[config.mk]
export PLATFORM = sky130hd
export DESIGN_NAME = dsn_seq_flat
export DESIGN_NICKNAME = d
export VERILOG_FILES = /design/src/hw/rtl/dsn_pkg.sv /design/src/hw/rtl/dsn_in_if.sv /design/src/hw/rtl/dsn_seq.sv /design/src/flat_wrapper.sv
export SDC_FILE = /design/constraint.sdc
export NUM_CORES = 1
export LEC_CHECK = 0
export BUFFER_PORTS_ARGS = -buffer_cell sky130_fd_sc_hd__buf_2
export CAP_MARGIN = 20
export CORE_MARGIN = 2
export CORE_UTILIZATION = 35
export CTS_CLUSTER_DIAMETER = 30
export CTS_CLUSTER_SIZE = 30
export DETAILED_ROUTE_END_ITERATION = 6
export HOLD_SLACK_MARGIN = 0.08
export PLACE_DENSITY = 0.51
export SETUP_SLACK_MARGIN = 0.4
export SYNTH_ARGS = -nofsm -noshare
export SYNTH_HDL_FRONTEND = slang
export SYNTH_SLANG_ARGS = --single-unit
export TNS_END_PERCENT = 1
[constraint.sdc]
create_clock -name clk -period 4.9 [get_ports clk]
set_clock_uncertainty 0.2 [all_clocks]
set_input_delay 0.98 -clock clk [delete_from_list [all_inputs] [get_ports clk]]
set_output_delay 0.98 -clock clk [all_outputs]
set_load 0.02 [all_outputs]
[src/hw/rtl/dsn_pkg.sv]
package dsn_pkg;

    localparam int MAX_LOG2_SIDE = 8;
    localparam int COORD_W       = MAX_LOG2_SIDE;
    localparam int ADDR_W        = 2 * MAX_LOG2_SIDE;
    localparam int IMG_DEPTH     = 2 ** ADDR_W;
    localparam int SIZE_W        = MAX_LOG2_SIDE + 1;
    localparam int LOG_W         = $clog2(MAX_LOG2_SIDE + 1);
    localparam int FORCE_W       = 5;
    localparam int WGT_W         = 4;
    localparam int CFG_W         = 4;
    localparam int CFG_IDX_W     = 1;
    localparam int PIX_W         = 8;
    localparam int SUM_W         = PIX_W + 2;
    localparam int MIX_W         = PIX_W + WGT_W;
    localparam int READS         = 4;
    localparam int CNT_W         = $clog2(READS);

    typedef logic [COORD_W-1:0] coord_t;
    typedef logic [ADDR_W-1:0]  addr_t;
    typedef logic [SIZE_W-1:0]  size_t;
    typedef logic [LOG_W-1:0]   log2_t;
    typedef logic [FORCE_W-1:0] force_t;
    typedef logic [WGT_W-1:0]   wgt_t;
    typedef logic [CFG_W-1:0]   cfg_data_t;
    typedef logic [PIX_W-1:0]   pix_t;
    typedef logic [SUM_W-1:0]   sum_t;
    typedef logic [MIX_W-1:0]   mix_t;
    typedef logic [CNT_W-1:0]   rd_cnt_t;

    localparam pix_t      SEED_VALUE        = pix_t'(128);
    localparam wgt_t      FORCE_FULL        = wgt_t'(8);
    localparam force_t    FORCE_MAX         = force_t'(31);
    localparam log2_t     LOG2_MIN          = log2_t'(1);
    localparam log2_t     LOG2_MAX          = log2_t'(MAX_LOG2_SIDE);
    localparam cfg_data_t LOG2_SIDE_RESET   = cfg_data_t'(8);
    localparam cfg_data_t START_FORCE_RESET = cfg_data_t'(0);
    localparam rd_cnt_t   CNT_LAST          = rd_cnt_t'(READS - 1);

    typedef enum logic [1:0] {
        PH_SEED,
        PH_DIAMOND,
        PH_TOP,
        PH_LEFT
    } phase_t;

    typedef enum logic [CFG_IDX_W-1:0] {
        REG_LOG2_SIDE,
        REG_START_FORCE
    } cfg_reg_t;

    typedef struct packed {
        logic   seed;
        logic   last;
        wgt_t   force_w;
        pix_t   rnd;
        coord_t x;
        coord_t y;
        addr_t  waddr;
    } item_t;

    typedef struct packed {
        logic  valid;
        logic  final_rd;
        addr_t addr;
    } rd_req_t;

    typedef struct packed {
        logic valid;
        logic final_rd;
        pix_t data;
    } rd_rsp_t;

    typedef struct packed {
        logic  pend;
        logic  commit;
        addr_t addr;
        pix_t  data;
    } img_wr_t;

endpackage

[src/hw/rtl/dsn_in_if.sv]
interface dsn_in_if;
    import dsn_pkg::*;

    logic valid;
    logic ready;
    pix_t random_byte;

    modport source (output valid, output random_byte, input ready);
    modport sink (input valid, input random_byte, output ready);

endinterface

[src/hw/rtl/dsn_seq.sv]
module dsn_seq
    import dsn_pkg::*;
(
    input  logic      clk,
    input  logic      rst_n,
    input  cfg_data_t log2_side,
    input  cfg_data_t start_force,
    input  logic      b_free,
    dsn_in_if.sink    rand_ch,
    output rd_req_t   rd_req,
    output item_t     item
);

    phase_t  phase_reg, phase_next;
    log2_t   log2_reg, log2_next;
    size_t   size_reg, size_next;
    force_t  force_reg, force_next;
    coord_t  cx_reg, cx_next;
    coord_t  cy_reg, cy_next;

    logic    a_valid_reg, a_valid_next;
    rd_cnt_t a_cnt_reg, a_cnt_next;
    addr_t   a_addr_reg [READS];
    addr_t   a_addr_next [READS];
    item_t   a_item_reg, a_item_next;

    logic    accept;
    size_t   side;
    coord_t  mask;
    coord_t  c_w;
    coord_t  h_w;
    size_t   half_size;
    size_t   nx;
    size_t   ny;
    logic    wrap_x;
    logic    wrap_y;
    logic    pass_done;
    coord_t  cx_adv;
    coord_t  cy_adv;
    log2_t   new_log2;
    coord_t  rx [READS];
    coord_t  ry [READS];
    coord_t  wx;
    coord_t  wy;
    coord_t  wxm;
    coord_t  wym;
    logic    is_seed;
    logic    is_last;
    wgt_t    wgt;

    function automatic log2_t clamp_log2(input cfg_data_t v);
        log2_t r;
        if (v == '0)
            r = LOG2_MIN;
        else if (v > cfg_data_t'(MAX_LOG2_SIDE))
            r = LOG2_MAX;
        else
            r = log2_t'(v);
        return r;
    endfunction

    function automatic addr_t pix_addr(input coord_t x, input coord_t y, input log2_t l);
        return (addr_t'(y) << l) | addr_t'(x);
    endfunction

    // read issue for the item held in the address stage
    always_comb
    begin
        rand_ch.ready   = !a_valid_reg || ((a_cnt_reg == CNT_LAST) && b_free);
        accept          = rand_ch.valid && rand_ch.ready;
        rd_req.valid    = a_valid_reg && ((a_cnt_reg != CNT_LAST) || b_free);
        rd_req.final_rd = (a_cnt_reg == CNT_LAST);
        rd_req.addr     = a_addr_reg[a_cnt_reg];
        item            = a_item_reg;
    end

    // generation order and neighbour addresses
    always_comb
    begin
        side      = size_t'(1) << log2_reg;
        mask      = coord_t'(side - size_t'(1));
        c_w       = coord_t'(size_reg);
        h_w       = coord_t'(size_reg >> 1);
        half_size = size_reg >> 1;
        nx        = size_t'(cx_reg) + size_reg;
        ny        = size_t'(cy_reg) + size_reg;
        wrap_x    = (nx >= side);
        wrap_y    = (ny >= side);
        pass_done = wrap_x && wrap_y;
        cx_adv    = wrap_x ? '0 : coord_t'(nx);
        cy_adv    = wrap_x ? (wrap_y ? '0 : coord_t'(ny)) : cy_reg;
        new_log2  = clamp_log2(log2_side);
        wgt       = (force_reg >= force_t'(FORCE_FULL)) ? FORCE_FULL : wgt_t'(force_reg);

        phase_next = phase_reg;
        log2_next  = log2_reg;
        size_next  = size_reg;
        force_next = force_reg;
        cx_next    = cx_reg;
        cy_next    = cy_reg;
        for (int k = 0; k < READS; k++)
        begin
            rx[k] = cx_reg;
            ry[k] = cy_reg;
        end
        wx      = cx_reg;
        wy      = cy_reg;
        is_seed = 1'b0;
        is_last = 1'b0;

        case (phase_reg)
            PH_SEED:
            begin
                is_seed = 1'b1;
                for (int k = 0; k < READS; k++)
                begin
                    rx[k] = '0;
                    ry[k] = '0;
                end
                wx         = '0;
                wy         = '0;
                phase_next = PH_DIAMOND;
                log2_next  = new_log2;
                size_next  = size_t'(1) << new_log2;
                force_next = force_t'(start_force);
                cx_next    = '0;
                cy_next    = '0;
            end
            PH_DIAMOND:
            begin
                rx[1]   = cx_reg + c_w;
                rx[3]   = cx_reg + c_w;
                ry[2]   = cy_reg + c_w;
                ry[3]   = cy_reg + c_w;
                wx      = cx_reg + h_w;
                wy      = cy_reg + h_w;
                cx_next = cx_adv;
                cy_next = cy_adv;
                if (pass_done)
                    phase_next = PH_TOP;
            end
            PH_TOP:
            begin
                rx[1]      = cx_reg + h_w;
                ry[1]      = cy_reg + h_w;
                rx[2]      = cx_reg + c_w;
                rx[3]      = cx_reg + h_w;
                ry[3]      = cy_reg - h_w;
                wx         = cx_reg + h_w;
                phase_next = PH_LEFT;
            end
            PH_LEFT:
            begin
                rx[1]   = cx_reg + h_w;
                ry[1]   = cy_reg + h_w;
                ry[2]   = cy_reg + c_w;
                rx[3]   = cx_reg - h_w;
                ry[3]   = cy_reg + h_w;
                wy      = cy_reg + h_w;
                cx_next = cx_adv;
                cy_next = cy_adv;
                if (pass_done)
                begin
                    size_next = half_size;
                    if (force_reg != FORCE_MAX)
                        force_next = force_reg + force_t'(1);
                    if (half_size < size_t'(2))
                    begin
                        is_last    = 1'b1;
                        phase_next = PH_SEED;
                    end
                    else
                        phase_next = PH_DIAMOND;
                end
                else
                    phase_next = PH_TOP;
            end
            default:
            begin
                phase_next = PH_SEED;
            end
        endcase

        if (!accept)
        begin
            phase_next = phase_reg;
            log2_next  = log2_reg;
            size_next  = size_reg;
            force_next = force_reg;
            cx_next    = cx_reg;
            cy_next    = cy_reg;
        end

        wxm = wx & mask;
        wym = wy & mask;

        a_item_next = a_item_reg;
        for (int k = 0; k < READS; k++)
            a_addr_next[k] = a_addr_reg[k];
        if (accept)
        begin
            a_item_next = '{seed: is_seed, last: is_last, force_w: wgt,
                            rnd: rand_ch.random_byte, x: wxm, y: wym,
                            waddr: pix_addr(wxm, wym, log2_reg)};
            for (int k = 0; k < READS; k++)
                a_addr_next[k] = pix_addr(rx[k] & mask, ry[k] & mask, log2_reg);
        end

        if (accept)
            a_valid_next = 1'b1;
        else if (rd_req.valid && rd_req.final_rd)
            a_valid_next = 1'b0;
        else
            a_valid_next = a_valid_reg;

        if (accept)
            a_cnt_next = '0;
        else if (rd_req.valid)
            a_cnt_next = a_cnt_reg + rd_cnt_t'(1);
        else
            a_cnt_next = a_cnt_reg;
    end

    always_ff @(posedge clk or negedge rst_n)
    begin
        if (!rst_n)
        begin
            phase_reg   <= PH_SEED;
            log2_reg    <= LOG2_MAX;
            size_reg    <= size_t'(1) << LOG2_MAX;
            force_reg   <= force_t'(START_FORCE_RESET);
            cx_reg      <= '0;
            cy_reg      <= '0;
            a_valid_reg <= 1'b0;
            a_cnt_reg   <= '0;
        end
        else
        begin
            phase_reg   <= phase_next;
            log2_reg    <= log2_next;
            size_reg    <= size_next;
            force_reg   <= force_next;
            cx_reg      <= cx_next;
            cy_reg      <= cy_next;
            a_valid_reg <= a_valid_next;
            a_cnt_reg   <= a_cnt_next;
        end
    end

    always_ff @(posedge clk)
    begin
        a_item_reg <= a_item_next;
        for (int k = 0; k < READS; k++)
            a_addr_reg[k] <= a_addr_next[k];
    end

endmodule

[src/flat_wrapper.sv]
// flat-port wrapper written by rule: the top's interface ports become plain ports
module dsn_seq_flat import dsn_pkg::*;
  (clk, rst_n, log2_side, start_force, b_free, rd_req, item, rand_ch_valid, rand_ch_random_byte, rand_ch_ready);
  dsn_in_if rand_ch_i ();
  input  logic clk;
  input  logic rst_n;
  input  cfg_data_t log2_side;
  input  cfg_data_t start_force;
  input  logic b_free;
  output rd_req_t rd_req;
  output item_t item;
  input wire logic [$bits(rand_ch_i.valid)-1:0] rand_ch_valid;
  input wire logic [$bits(rand_ch_i.random_byte)-1:0] rand_ch_random_byte;
  output wire logic [$bits(rand_ch_i.ready)-1:0] rand_ch_ready;
  assign rand_ch_i.valid = rand_ch_valid;
  assign rand_ch_i.random_byte = rand_ch_random_byte;
  assign rand_ch_ready = rand_ch_i.ready;
  dsn_seq u_core (.clk(clk), .rst_n(rst_n), .log2_side(log2_side), .start_force(start_force), .b_free(b_free), .rand_ch(rand_ch_i), .rd_req(rd_req), .item(item));
endmodule
; ---- Word-level counts from Yosys, hierarchy flattened
; Memory sizes are Yosys's and may differ from the RTL's.
; Cells that the tools add are included.
[word_totals]
ff_bits = 85
n_memories = 1
inputBits = 20
out_inout_bits = 65
ramBits = 64
wordCells = 122
[mem_list]
columns = memory, words, word_bits, read_ports, rd_ports_with_merged_regs, wr, line
row1 = u_core.a_addr_reg, 4, 16, 1, 0, 4, dsn_seq.sv:23  ; addr_t a_addr_reg [READS];
[op_classes]
reduce_logical = 24
mux = 33
add_sub_neg = 11
n_eq_ne = 11
bitwise = 15
shifts = 7
magnitude_cmp = 5
[op_table]
columns = operator, count
row1 = case mux 8 bit (2 select lines), 7
row2 = AND 8 bit, 10
row3 = OR 16 x 8 -> 16 bit, 5
row4 = << shifter 8 x 4 -> 16 bit, 5
row5 = two-way mux 64 bit, 1
row6 = case mux 8 bit (4 select lines), 2
row7 = two-way mux 8 bit, 5
row8 = adder 8 bit, 4
row9 = case mux 8 bit (3 select lines), 1
row10 = adder 8 x 9 -> 9 bit, 2
row11 = greater-or-equal comparator 9 bit, 2
row12 = case mux 9 bit (2 select lines), 1
row13 = << shifter 1 x 4 -> 9 bit (first input constant), 2
row14 = subtractor 8 bit, 2
row15 = two-way mux 5 bit, 2
row16 = case mux 5 bit (2 select lines), 1
row17 = two-way mux 9 bit, 1
row18 = less-than comparator 8 x 2 -> 1 bit (second input constant), 1
row19 = two-way mux 2 bit, 4
row20 = two-way mux 4 bit, 2
row21 = inequality test 2 x 1 -> 1 bit (second input constant), 4
row22 = case mux 2 bit (4 select lines), 1
row23 = AND reduction 2 bit, 4
row24 = nonzero test 2 bit, 4
row25 = other kinds (19), 33

; ---- Depth between registers and ports, before layout
; Gate-level depths: netlist (run 1).
[depth]
depth_word = 7
depth_mapped = 16
mapped_depth_nobuf = 16

; ---- Worst setup path after synthesis (run 1)
; No wires, ideal clock.
[synth_timing]
path_type = input to register
startpoint = input port b_free
endpoint = register u_core.cy_reg[0]
setup_time_ns = 0.123
path_stages = 7
setup_slack_ns = -0.616
t_required_ns = 4.577
t_arrival_ns = 5.193
path_buffers = 0
cell_sequence = nand2_1 > nand2_1 > nand2_1 > clkinv_1 > o211ai_1 > nor3_2 > a22o_1
[synth_between]
elab_chain_cells = 4
[synth_lines]
columns = element, line
row1 = "start, declared", flat_wrapper.sv:9  ; input logic b_free;
row2 = logical AND 1 bit, dsn_seq.sv:69  ; rand_ch.ready = !a_valid_reg || ((a_cnt_reg == CNT_LAST) && b_free);
row3 = logical OR 1 bit, dsn_seq.sv:69
row4 = via rand_ch_ready, flat_wrapper.sv:14  ; output wire logic [$bits(rand_ch_i.ready)-1:0] rand_ch_ready;
row5 = logical AND 1 bit, dsn_seq.sv:70  ; accept = rand_ch.valid && rand_ch.ready;
row6 = AND reduction 3 bit (no source line), n/a
row7 = "end signal, assigned", dsn_seq.sv:244  ; cy_reg <= cy_next;
row8 = "end, declared", dsn_seq.sv:19  ; coord_t cy_reg, cy_next;
; The timed path passes the listed nets, and every way through them passes these cells.
; A chain may end at the register's enable or synchronous reset.

; ---- Worst setup path after layout (run 1)
[layout_timing]
startpoint = register u_core.cy_reg[0]
endpoint = register u_core.size_reg[5]
[layout_between]
elab_chain_cells = 5
[layout_lines]
columns = element, line
row1 = adder 8 x 9 -> 9 bit, dsn_seq.sv:86  ; ny = size_t'(cy_reg) + size_reg;
row2 = greater-or-equal comparator 9 bit, dsn_seq.sv:88  ; wrap_y = (ny >= side);
row3 = logical AND 1 bit, dsn_seq.sv:89  ; pass_done = wrap_x && wrap_y;
row4 = inequality test 2 x 1 -> 1 bit (no source line), n/a
row5 = AND reduction 3 bit (no source line), n/a
row6 = "end signal, assigned", dsn_seq.sv:230  ; size_reg <= size_t'(1) << LOG2_MAX;
row7 = "end signal, assigned", dsn_seq.sv:241  ; size_reg <= size_next;
row8 = "end, declared", dsn_seq.sv:16  ; size_t size_reg, size_next;
; Every way passes these cells.

==> results of run 1 <==
worst register-to-register path: stages (launching register included):
cell and delay (ps):
dfrtp_1 490, ha_1 280, fa_1 440, a211oi_1 330, o21ai_1 170, a221oi_2 320
ha_1 180, nand4_1 70, or3_1 390, a32oi_2 370, nand2_1 200, a21oi_4 380
mux2_2 380
per-stage QoR:
step	instance area [sq um]	worst slack [ps]
2_1_floorplan	11400	973
5_1_grt	13100	342
4_1_cts	13100	615
6_report	13100	606
3_5_place_dp	12500	645
3_3_place_gp	12500	719
cell usage after synthesis (13+ instances only):
| cell | number | area share |
|---|---|---|
| a21oi_1 | 76 | 0.033 |
| a22o_1 | 23 | 0.018 |
| a22oi_1 | 18 | 0.012 |
| and3_1 | 13 | 0.0071 |
| buf_2 | 18 | 0.0079 |
| clkbuf_1 | 47 | 0.015 |
| dfrtp_1 | 37 | 0.081 |
| edfxtp_1 | 110 | 0.29 |
| ha_1 | 71 | 0.078 |
| inv_1 | 61 | 0.020 |
| mux2i_1 | 17 | 0.015 |
| mux4_2 | 19 | 0.037 |
| nand2_1 | 113 | 0.037 |
| nand3_1 | 31 | 0.014 |
| nor2_1 | 84 | 0.028 |
| nor2b_1 | 16 | 0.0088 |
| nor3_1 | 44 | 0.019 |
| o211ai_1 | 13 | 0.0085 |
| o21ai_0 | 61 | 0.027 |
| o22ai_1 | 29 | 0.016 |
| o32ai_1 | 14 | 0.011 |
| xnor2_1 | 17 | 0.013 |
area by class of cell:
class,instances,area [sq um],area share
clock buffer,24,529,0.0403
inverter,66,250,0.0191
timing repair buffer,137,843,0.0642
tap,442,553,0.0421
multi-input combinational,921,6590,0.502
clock inverter,8,83.8,0.00639
sequential,149,4280,0.326
power by group:
| part | switching (mW) | internal, mW | leakage, nW |
|---|---|---|---|
| registers | 0.328 | 1.77 | 1.52 |
| logic | 4.43 | 2.19 | 3.28 |
| clock network | 0.573 | 0.816 | 0.306 |
worst min-delay path by stage:
stage | start | to | depth (start not counted)
after floorplan | u_core.phase_reg[0] | u_core.phase_reg[0] | 1
after global placement | u_core.a_valid_reg | u_core.a_valid_reg | 2
after detailed placement | u_core.a_valid_reg | u_core.a_valid_reg | 2
after CTS | u_core.a_valid_reg | u_core.a_valid_reg | 2
after global routing | rst_n | u_core.cx_reg[7] | 1
final | rst_n | u_core.force_reg[0] | 1
logic make-up (layout without fill, tap and decap cells):
family                   count (synthesis)  in the layout  synth area share
AO/OA/AOI/OAI                          393            393             0.245
XOR/XNOR                                24             24            0.0184
adder cells (fa/ha/maj)                 77             77            0.0883
buffers and inverters                  140            235            0.0488
flip-flops                             149            149             0.375
multiplexers                            45             45            0.0616
AND/OR/NAND/NOR                        382            382             0.163
per-layer routing:
metal | vias up | wire, um
met5 | - | 0
met4 | 0 | 2020
met3 | 98 | 3200
met2 | 542 | 19600
met1 | 5219 | 19400
li1 | 4814 | -
==> flow_metrics.env, run 1 <==
export IMPL_status="completed"
export IMPL_fmax_mhz=233
export IMPL_dp_hpwl_um=33100
export IMPL_use_met3=0.0401
export IMPL_firstDrtPassIters=6
export IMPL_ctsHoldBuffers=0
export IMPL_cp_data_required_time_ps=5050
export IMPL_setup_viol=0
export IMPL_dpl_cell_count=1714
export IMPL_cts_sinks=149
export IMPL_whs_ps=274
export IMPL_cts_root_buf="clkbuf_16"
export IMPL_antenna_left=0
export IMPL_fin_util=0.406
export IMPL_gr_usage_met1=0.364
export IMPL_antenna_found_initial=0
export IMPL_die_h_um=185
export IMPL_worst_path_largest_cell_delay_ps=490
export IMPL_io_pins=85
export IMPL_critical_path_endpoint="u_core.size_reg[5]"
export IMPL_drc=0
export IMPL_overflow=0
export IMPL_synth_ff_type="edfxtp_1"
export IMPL_layout_drive_gt1_share=0.179
export IMPL_drt_iter0_drc=1146
export IMPL_grt_total_usage=0.262
export IMPL_largest_reg_flops=64
export IMPL_reg2reg_to="u_core.size_reg[5]"
export IMPL_cpMostUsedCell="ha_1"
export IMPL_ys_ff_latch=149
export IMPL_grt_use_met2=0.398
export IMPL_worst_setup_path_end_kind="register"
export IMPL_power_mw=10.1
export IMPL_path_cells="ha_1 > fa_1 > a211oi_1 > o21ai_1 > a221oi_2 > ha_1 > nand4_1 > or3_1 > a32oi_2 > nand2_1 > a21oi_4 > mux2_2"
export IMPL_wire_per_inst_um=25.3
export IMPL_synth_nets=1307
export IMPL_syn_inst=1210
export IMPL_grt_setup_unrepaired="yes"
export IMPL_busiest_layer="met2"
export IMPL_finalNonFillerCells=1747
export IMPL_critical_path_top_delay_family="compound AO/OA/AOI/OAI gates"
export IMPL_htreeDepth=4
export IMPL_cp_max_fo=8
export IMPL_core_region_area_sq_um=32400
export IMPL_post_cts_resized=0
export IMPL_cp_depth=12
export IMPL_grt_max_degree=108
export IMPL_finalMaxSlewViolations=0
export IMPL_maxCapViolCount=0
export IMPL_num_rows=66
export IMPL_place_gp_congestion=1.00
export IMPL_mostFrequentLayoutCells="nand2_1 (113), edfxtp_1 (110), nor2_1 (84), buf_2 (84), a21oi_1 (76)"
export IMPL_min_path_type="input pin to asynchronous set/reset pin"
export IMPL_clk_pin_slew_ps=80
export IMPL_initial_core_util=0.353
export IMPL_worstSetupStartpointType="register"
export IMPL_timing_critical_path_buf_inv=0
export IMPL_critical_path_class="register to register"
export IMPL_vdd_drop_max_mv=0.324
export IMPL_slew_headroom=0.397
export IMPL_cts_buffers_inserted=17
export IMPL_clock_latency_ps=460
export IMPL_fp_dieArea_sq_um=34100
export IMPL_reg2reg_setup_slack_ps=610
export IMPL_nets=1389
export IMPL_finalCritPeriodShare=0.876
export IMPL_avgSynthCellArea_sq_um=9.44
export IMPL_fin_tns_setup_ps=0
export IMPL_yosys_warnings=0
export IMPL_r2r_start="u_core.cy_reg[0]"
export IMPL_synthArstFlopShare=0.262
export IMPL_cp_arrival_ps=4440
export IMPL_area_growth_pct=15.0
export IMPL_finalHoldViolCount=0
export IMPL_numPortBuffers=84
export IMPL_viasPerCell=6.11
export IMPL_layout_commonest_cell="nand2_1"
export IMPL_critPathSlowestCell="dfrtp_1"
export IMPL_cts_max_path_buffers=2
export IMPL_cts_tree="yes"
export IMPL_fillers=3272
export IMPL_synth_edff_count=110
export IMPL_dr_total_vias=10673
export IMPL_syn_cell_area_sq_um=11400
export IMPL_antennaDiodeCount=0
export IMPL_postCtsSetupBuffers=0
export IMPL_ys_seq_area_frac=0.375
export IMPL_grt_pass1_vias=9983
export IMPL_crit_start="u_core.cy_reg[0]"
export IMPL_grt_pass1_wl_um=65300
export IMPL_routed_wl_um=44100
export IMPL_reg2regPathDepth=12
export IMPL_p_per_area_nw_per_um2=770
export IMPL_worst_pin_slew_ps=895
export IMPL_period_minus_slack_ps=4290
export IMPL_die_width_um=185
export IMPL_ys_types=92
export IMPL_p_leak_nw=5.11
(Power assumes the default switching activity.)
==> inputs of run 2 (changes only) <==
--- a/config.mk
+++ b/config.mk
@@ -9,6 +9,7 @@
 export CAP_MARGIN = 20
 export CORE_MARGIN = 2
 export CORE_UTILIZATION = 35
+export CTS_BUF_LIST = sky130_fd_sc_hd__clkbuf_16
 export CTS_CLUSTER_DIAMETER = 30
 export CTS_CLUSTER_SIZE = 30
 export DETAILED_ROUTE_END_ITERATION = 6
==> flow_metrics.env, run 2 (synthesized netlist as in run 1, its figures left out) <==
export IMPL_power_frac_comb=0.656
export IMPL_grt_pass1_wl_um=65300
export IMPL_period_minus_slack_ps=4280
export IMPL_viasPerCell=6.08
export IMPL_critPathSlowestCell="dfrtp_1"
export IMPL_cts_max_path_buffers=2
export IMPL_cp_arrival_ps=4430
export IMPL_routed_wl_um=44100
export IMPL_finalMaxSlewViolations=0
export IMPL_htreeDepth=4
export IMPL_antenna_left=0
export IMPL_antenna_found_initial=0
export IMPL_cp_max_fo=8
export IMPL_worst_path_largest_cell_delay_ps=480
export IMPL_setup_viol=0
export IMPL_drt_iter0_drc=1120
export IMPL_postCtsSetupBuffers=0
export IMPL_grt_pass1_vias=9982
export IMPL_finalHoldViolCount=0
export IMPL_clk_pin_slew_ps=80
export IMPL_num_rows=66
export IMPL_mostFrequentLayoutCells="nand2_1 (113), edfxtp_1 (110), nor2_1 (84), buf_2 (84), a21oi_1 (76)"
export IMPL_cts_tree="yes"
export IMPL_critical_path_class="register to register"
export IMPL_cts_root_buf="clkbuf_16"
export IMPL_largest_reg_flops=64
export IMPL_grt_setup_unrepaired="yes"
export IMPL_initial_core_util=0.353
export IMPL_cts_buffers_inserted=17
export IMPL_area_growth_pct=14.8
export IMPL_die_width_um=185
export IMPL_clockPowerShare=0.135
export IMPL_dp_hpwl_um=33100
export IMPL_overflow=0
export IMPL_maxCapViolCount=0
export IMPL_timing_critical_path_buf_inv=0
export IMPL_sequentialPowerShare=0.209
export IMPL_layout_drive_gt1_share=0.177
export IMPL_power_mw=10.1
export IMPL_worstSetupStartpointType="register"
export IMPL_grt_max_degree=108
export IMPL_fin_tns_setup_ps=0
export IMPL_wire_per_inst_um=25.2
export IMPL_path_cells="ha_1 > fa_1 > a211oi_1 > o21ai_1 > a221oi_2 > ha_1 > nand4_1 > or3_1 > a32oi_2 > nand2_1 > a21oi_4 > mux2_2"
export IMPL_worst_setup_path_end_kind="register"
export IMPL_vdd_drop_max_mv=0.324
export IMPL_drc=6
export IMPL_io_pins=85
export IMPL_min_path_type="input pin to asynchronous set/reset pin"
export IMPL_core_region_area_sq_um=32400
export IMPL_cpMostUsedCell="ha_1"
export IMPL_slew_headroom=0.397
export IMPL_clock_latency_ps=460
export IMPL_grt_total_usage=0.262
export IMPL_finalCritPeriodShare=0.874
export IMPL_nets=1389
export IMPL_layout_commonest_cell="nand2_1"
export IMPL_cp_data_required_time_ps=5050
export IMPL_fp_dieArea_sq_um=34100
export IMPL_post_cts_resized=0
export IMPL_place_gp_congestion=1.00
export IMPL_p_leak_nw=5.11
export IMPL_fmax_mhz=234
export IMPL_dr_total_vias=10623
export IMPL_sw_frac_of_total=0.528
export IMPL_die_h_um=185
export IMPL_fillers=3274
export IMPL_critical_path_top_delay_family="compound AO/OA/AOI/OAI gates"
export IMPL_numPortBuffers=84
export IMPL_cts_sinks=149
export IMPL_p_per_area_nw_per_um2=768
export IMPL_status="finished with violations"
export IMPL_antennaDiodeCount=0
export IMPL_switchingPower_mw=5.32
export IMPL_violations="DRC"
export IMPL_intPower_mw=4.75
export IMPL_ctsHoldBuffers=0
export IMPL_worst_pin_slew_ps=895
export IMPL_firstDrtPassIters=7
-- run 2: changes by cell type in the layout (fill, tap and decap cells not counted), sizes merged --
cell,previous run,this run
clkbuf,24,20
clkinv,7,8
inv,66,69
-- run 2: cell type report --
class	count	area [sq um]	area share
multi-input cells	921	6590	0.502
flip-flops and latches	149	4280	0.327
repair buffers	137	843	0.0643
well taps	442	553	0.0422
clock buffers	20	500	0.0382
inverters	66	250	0.0191
clock inverters	12	98.8	0.00754
-- run 2: power by group through the flow --
| stage | logic (mW) | clock network (mW) | registers (mW) |
|---|---|---|---|
| 3_5_place_dp | 6.45 | 0 | 2.12 |
| 4_1_cts | 6.48 | 1.38 | 2.09 |
| 5_1_grt | 7.08 | 1.43 | 2.13 |
| 6_report | 6.61 | 1.36 | 2.10 |
| 2_1_floorplan | 4.28 | 0 | 2.03 |
| 3_3_place_gp | 6.48 | 0 | 2.11 |
-- run 2: per-stage QoR --
step / std cells / area [sq um] / setup WS [ps] / util / hold WS [ps]
final: 1747 / 13100 / 619 / 0.405 / 276
after global routing: 1747 / 13100 / 343 / 0.405 / 293
after CTS: 1746 / 13100 / 615 / 0.405 / 342
after detailed placement: 1714 / 12500 / 645 / 0.386 / 323
after global placement: 1714 / 12500 / 719 / 0.386 / 328
after floorplan: 1210 / 11400 / 973 / - / 287
-- run 2: layer usage --
metal | global-route usage | share of wire
met1 | 0.363 | 0.44
met4 | 0.127 | 0.046
met2 | 0.397 | 0.45
met5 | 0 | 0
met3 | 0.0401 | 0.072
-- run 2: worst reg2reg max path: stages (launching register included) --
cell and delay, ps:
dfrtp_1 480, ha_1 280, fa_1 430, a211oi_1 330
o21ai_1 170, a221oi_2 320, ha_1 180, nand4_1 70
or3_1 390, a32oi_2 370, nand2_1 200, a21oi_4 380
mux2_2 380
-- run 2: worst paths after layout --
kind,start,endpoint,slack (ps),cells after the start
worst max register to register,u_core.cy_reg[0],u_core.size_reg[5],620,12
min in group clk,u_core.phase_reg[0],u_core.phase_reg[0],340,1
worst max-delay path,u_core.cy_reg[0],u_core.size_reg[5],620,12
worst min-delay path,rst_n,u_core.cx_reg[7],280,1
max in group asynchronous,rst_n,u_core.size_reg[8],3650,2
worst min register to register,u_core.phase_reg[0],u_core.phase_reg[0],340,1
==> inputs of run 3 (changes only) <==
--- a/config.mk
+++ b/config.mk
@@ -15,6 +15,7 @@
 export DETAILED_ROUTE_END_ITERATION = 6
 export HOLD_SLACK_MARGIN = 0.08
 export PLACE_DENSITY = 0.51
+export REMOVE_ABC_BUFFERS = 1
 export SETUP_SLACK_MARGIN = 0.4
 export SYNTH_ARGS = -nofsm -noshare
 export SYNTH_HDL_FRONTEND = slang
==> constraint.sdc (replaced) <==
create_clock -name clk -period 4.9 [get_ports clk]
set_clock_uncertainty 0.2 [all_clocks]
set_input_delay 0.49 -clock clk [delete_from_list [all_inputs] [get_ports clk]]
set_output_delay 0.49 -clock clk [all_outputs]
set_load 0.02 [all_outputs]
==> flow_metrics.env, run 3 (synthesized netlist as in run 1, its figures left out) <==
export IMPL_status="completed"
export IMPL_timing_critical_path_buf_inv=0
export IMPL_antenna_left=0
export IMPL_finalMaxSlewViolations=0
export IMPL_routed_wl_um=43500
export IMPL_clock_latency_ps=450
export IMPL_die_h_um=185
export IMPL_layout_commonest_cell="nand2_1"
export IMPL_reg2reg_setup_slack_ps=530
export IMPL_period_minus_slack_ps=4370
export IMPL_area_growth_pct=15.7
export IMPL_worst_pin_slew_ps=1010
export IMPL_power_mw=10.2
export IMPL_post_cts_resized=0
export IMPL_drc=0
export IMPL_multiInputGateArea_sq_um=6590
export IMPL_htreeDepth=4
export IMPL_p_per_area_nw_per_um2=769
export IMPL_vdd_drop_max_mv=0.342
export IMPL_dp_slack_ps=512
export IMPL_setup_viol=0
export IMPL_critPathSlowestCell="dfrtp_1"
export IMPL_critical_path_top_delay_family="simple AND/OR/NAND/NOR gates"
export IMPL_path_cells="ha_1 > fa_1 > a211o_1 > a21oi_1 > nor2_1 > ha_1 > nand4_1 > or3_1 > a32oi_2 > nand3b_1 > or3_1 > nand3_1"
export IMPL_fillers=3302
export IMPL_critical_path_endpoint="u_core.force_reg[3]"
export IMPL_cts_root_buf="clkbuf_16"
export IMPL_finalCritPeriodShare=0.891
export IMPL_cp_depth=12
export IMPL_num_rows=66
export IMPL_firstDrtPassIters=7
export IMPL_regArea_sq_um=4280
export IMPL_fmax_mhz=229
export IMPL_p_leak_nw=5.14
export IMPL_place_gp_congestion=0.996
export IMPL_maxCapViolCount=0
export IMPL_nets=1397
export IMPL_sequentialPowerShare=0.207
export IMPL_fin_ws_ps=535
export IMPL_dp_hpwl_um=32600
export IMPL_r2r_start="u_core.cy_reg[0]"
export IMPL_power_frac_comb=0.656
export IMPL_grt_pass1_wl_um=64400
export IMPL_fp_dieArea_sq_um=34100
export IMPL_worstSetupStartpointType="register"
export IMPL_cp_max_fo=8
export IMPL_cp_arrival_ps=4540
export IMPL_clk_pin_slew_ps=70
export IMPL_crit_start="u_core.cy_reg[0]"
export IMPL_antennaDiodeCount=0
export IMPL_worst_setup_path_end_kind="register"
export IMPL_grt_setup_unrepaired="yes"
export IMPL_drt_iter0_drc=1246
export IMPL_critical_path_class="register to register"
export IMPL_core_region_area_sq_um=32400
export IMPL_switchingPower_mw=5.37
export IMPL_reg2reg_to="u_core.force_reg[3]"
export IMPL_numPortBuffers=84
export IMPL_viasPerCell=5.98
export IMPL_sw_frac_of_total=0.529
export IMPL_largest_reg_flops=64
export IMPL_final_area_sq_um=13200
export IMPL_worst_path_largest_cell_delay_ps=480
export IMPL_antenna_found_initial=0
export IMPL_cts_max_path_buffers=2
export IMPL_cts_buffers_inserted=17
export IMPL_grt_pass1_vias=9820
export IMPL_clockPowerShare=0.137
export IMPL_overflow=0
export IMPL_reg2regPathDepth=12
export IMPL_grt_max_degree=116
export IMPL_wire_per_inst_um=24.8
export IMPL_cp_data_required_time_ps=5080
export IMPL_die_width_um=185
export IMPL_placed_cell_area_sq_um=12400
export IMPL_io_pins=85
export IMPL_layout_drive_gt1_share=0.176
export IMPL_grt_total_usage=0.256
export IMPL_mostFrequentLayoutCells="nand2_1 (113), edfxtp_1 (110), nor2_1 (84), buf_2 (84), a21oi_1 (76)"
export IMPL_slew_headroom=0.324
export IMPL_cts_tree="yes"
export IMPL_finalHoldViolCount=0
export IMPL_initial_core_util=0.353
export IMPL_cts_sinks=149
export IMPL_intPower_mw=4.79
export IMPL_min_path_type="input pin to register"
export IMPL_dr_total_vias=10494
[run 3: changes by cell type in the layout (fill, tap and decap cells not counted), moves of 2 or more]
cell	delta
buf_4	-3
clkinv_4	+2
dlygate4sd3_1	+11
inv_1	-2
inv_6	+2
[run 3: layout make-up]
class                   count  share of cell area
multi-input cells         921               0.498
inverters                  66              0.0189
clock buffers              19              0.0360
repair buffers            145              0.0695
well taps                 442              0.0419
flip-flops and latches    149               0.324
clock inverters            13              0.0109
[run 3: timing repair]
action | in CTS | in global routing
hold buffers | 11 | 0
setup endpoints to repair | 0 | 6
hold endpoints to repair | 47 | 0
setup buffers | 0 | 5
[run 3: worst min path at each step]
stage / startpoint / to / slack, ps / cells after the start
floorplan: rst_n / u_core.a_cnt_reg[0] / -6 / 0
global placement: u_core.log2_reg[2] / u_core.log2_reg[2] / 270 / 2
detailed placement: u_core.log2_reg[2] / u_core.log2_reg[2] / 280 / 2
CTS: start_force[2] / u_core.force_reg[2] / 130 / 3
global route: start_force[2] / u_core.force_reg[2] / 180 / 3
finish: start_force[2] / u_core.force_reg[2] / 150 / 3
[run 3: worst min-delay path, delay by kind of cell]
| kind | cells | cell delay [ps] |
|---|---|---|
| buffers and inverters | 1 | 100 |
| AOI/OAI and AO/OA | 1 | 100 |
| and+or+nand+nor | 1 | 60 |
[run 3: per-layer routing]
layer / routed length [um] / track usage / vias to the layer above / part of all wire
met5: 0 / 0 / - / 0
met4: 1640 / 0.106 / 0 / 0.038
met3: 3340 / 0.0415 / 75 / 0.077
met2: 18800 / 0.383 / 504 / 0.43
met1: 19700 / 0.367 / 5078 / 0.45
li1: - / - / 4837 / -
[run 3: stage by stage]
stage                     utilization  setup TNS [ps]  hold WS, ps  std cells
after floorplan                     -          -30460        -5.59       1136
after global placement          0.384               0          270       1706
after detailed placement        0.384               0          281       1706
after CTS                       0.407               0          130       1749
after global routing            0.408               0          182       1755
final                           0.408               0          149       1755
[run 3: power groups by stage]
stage	combinational (mW)	sequential (mW)	clock (mW)
CTS	6.43	2.09	1.43
global route	7.17	2.13	1.46
floorplan	3.96	2.21	0
detailed placement	6.40	2.11	0
global placement	6.40	2.11	0
finish	6.66	2.10	1.39
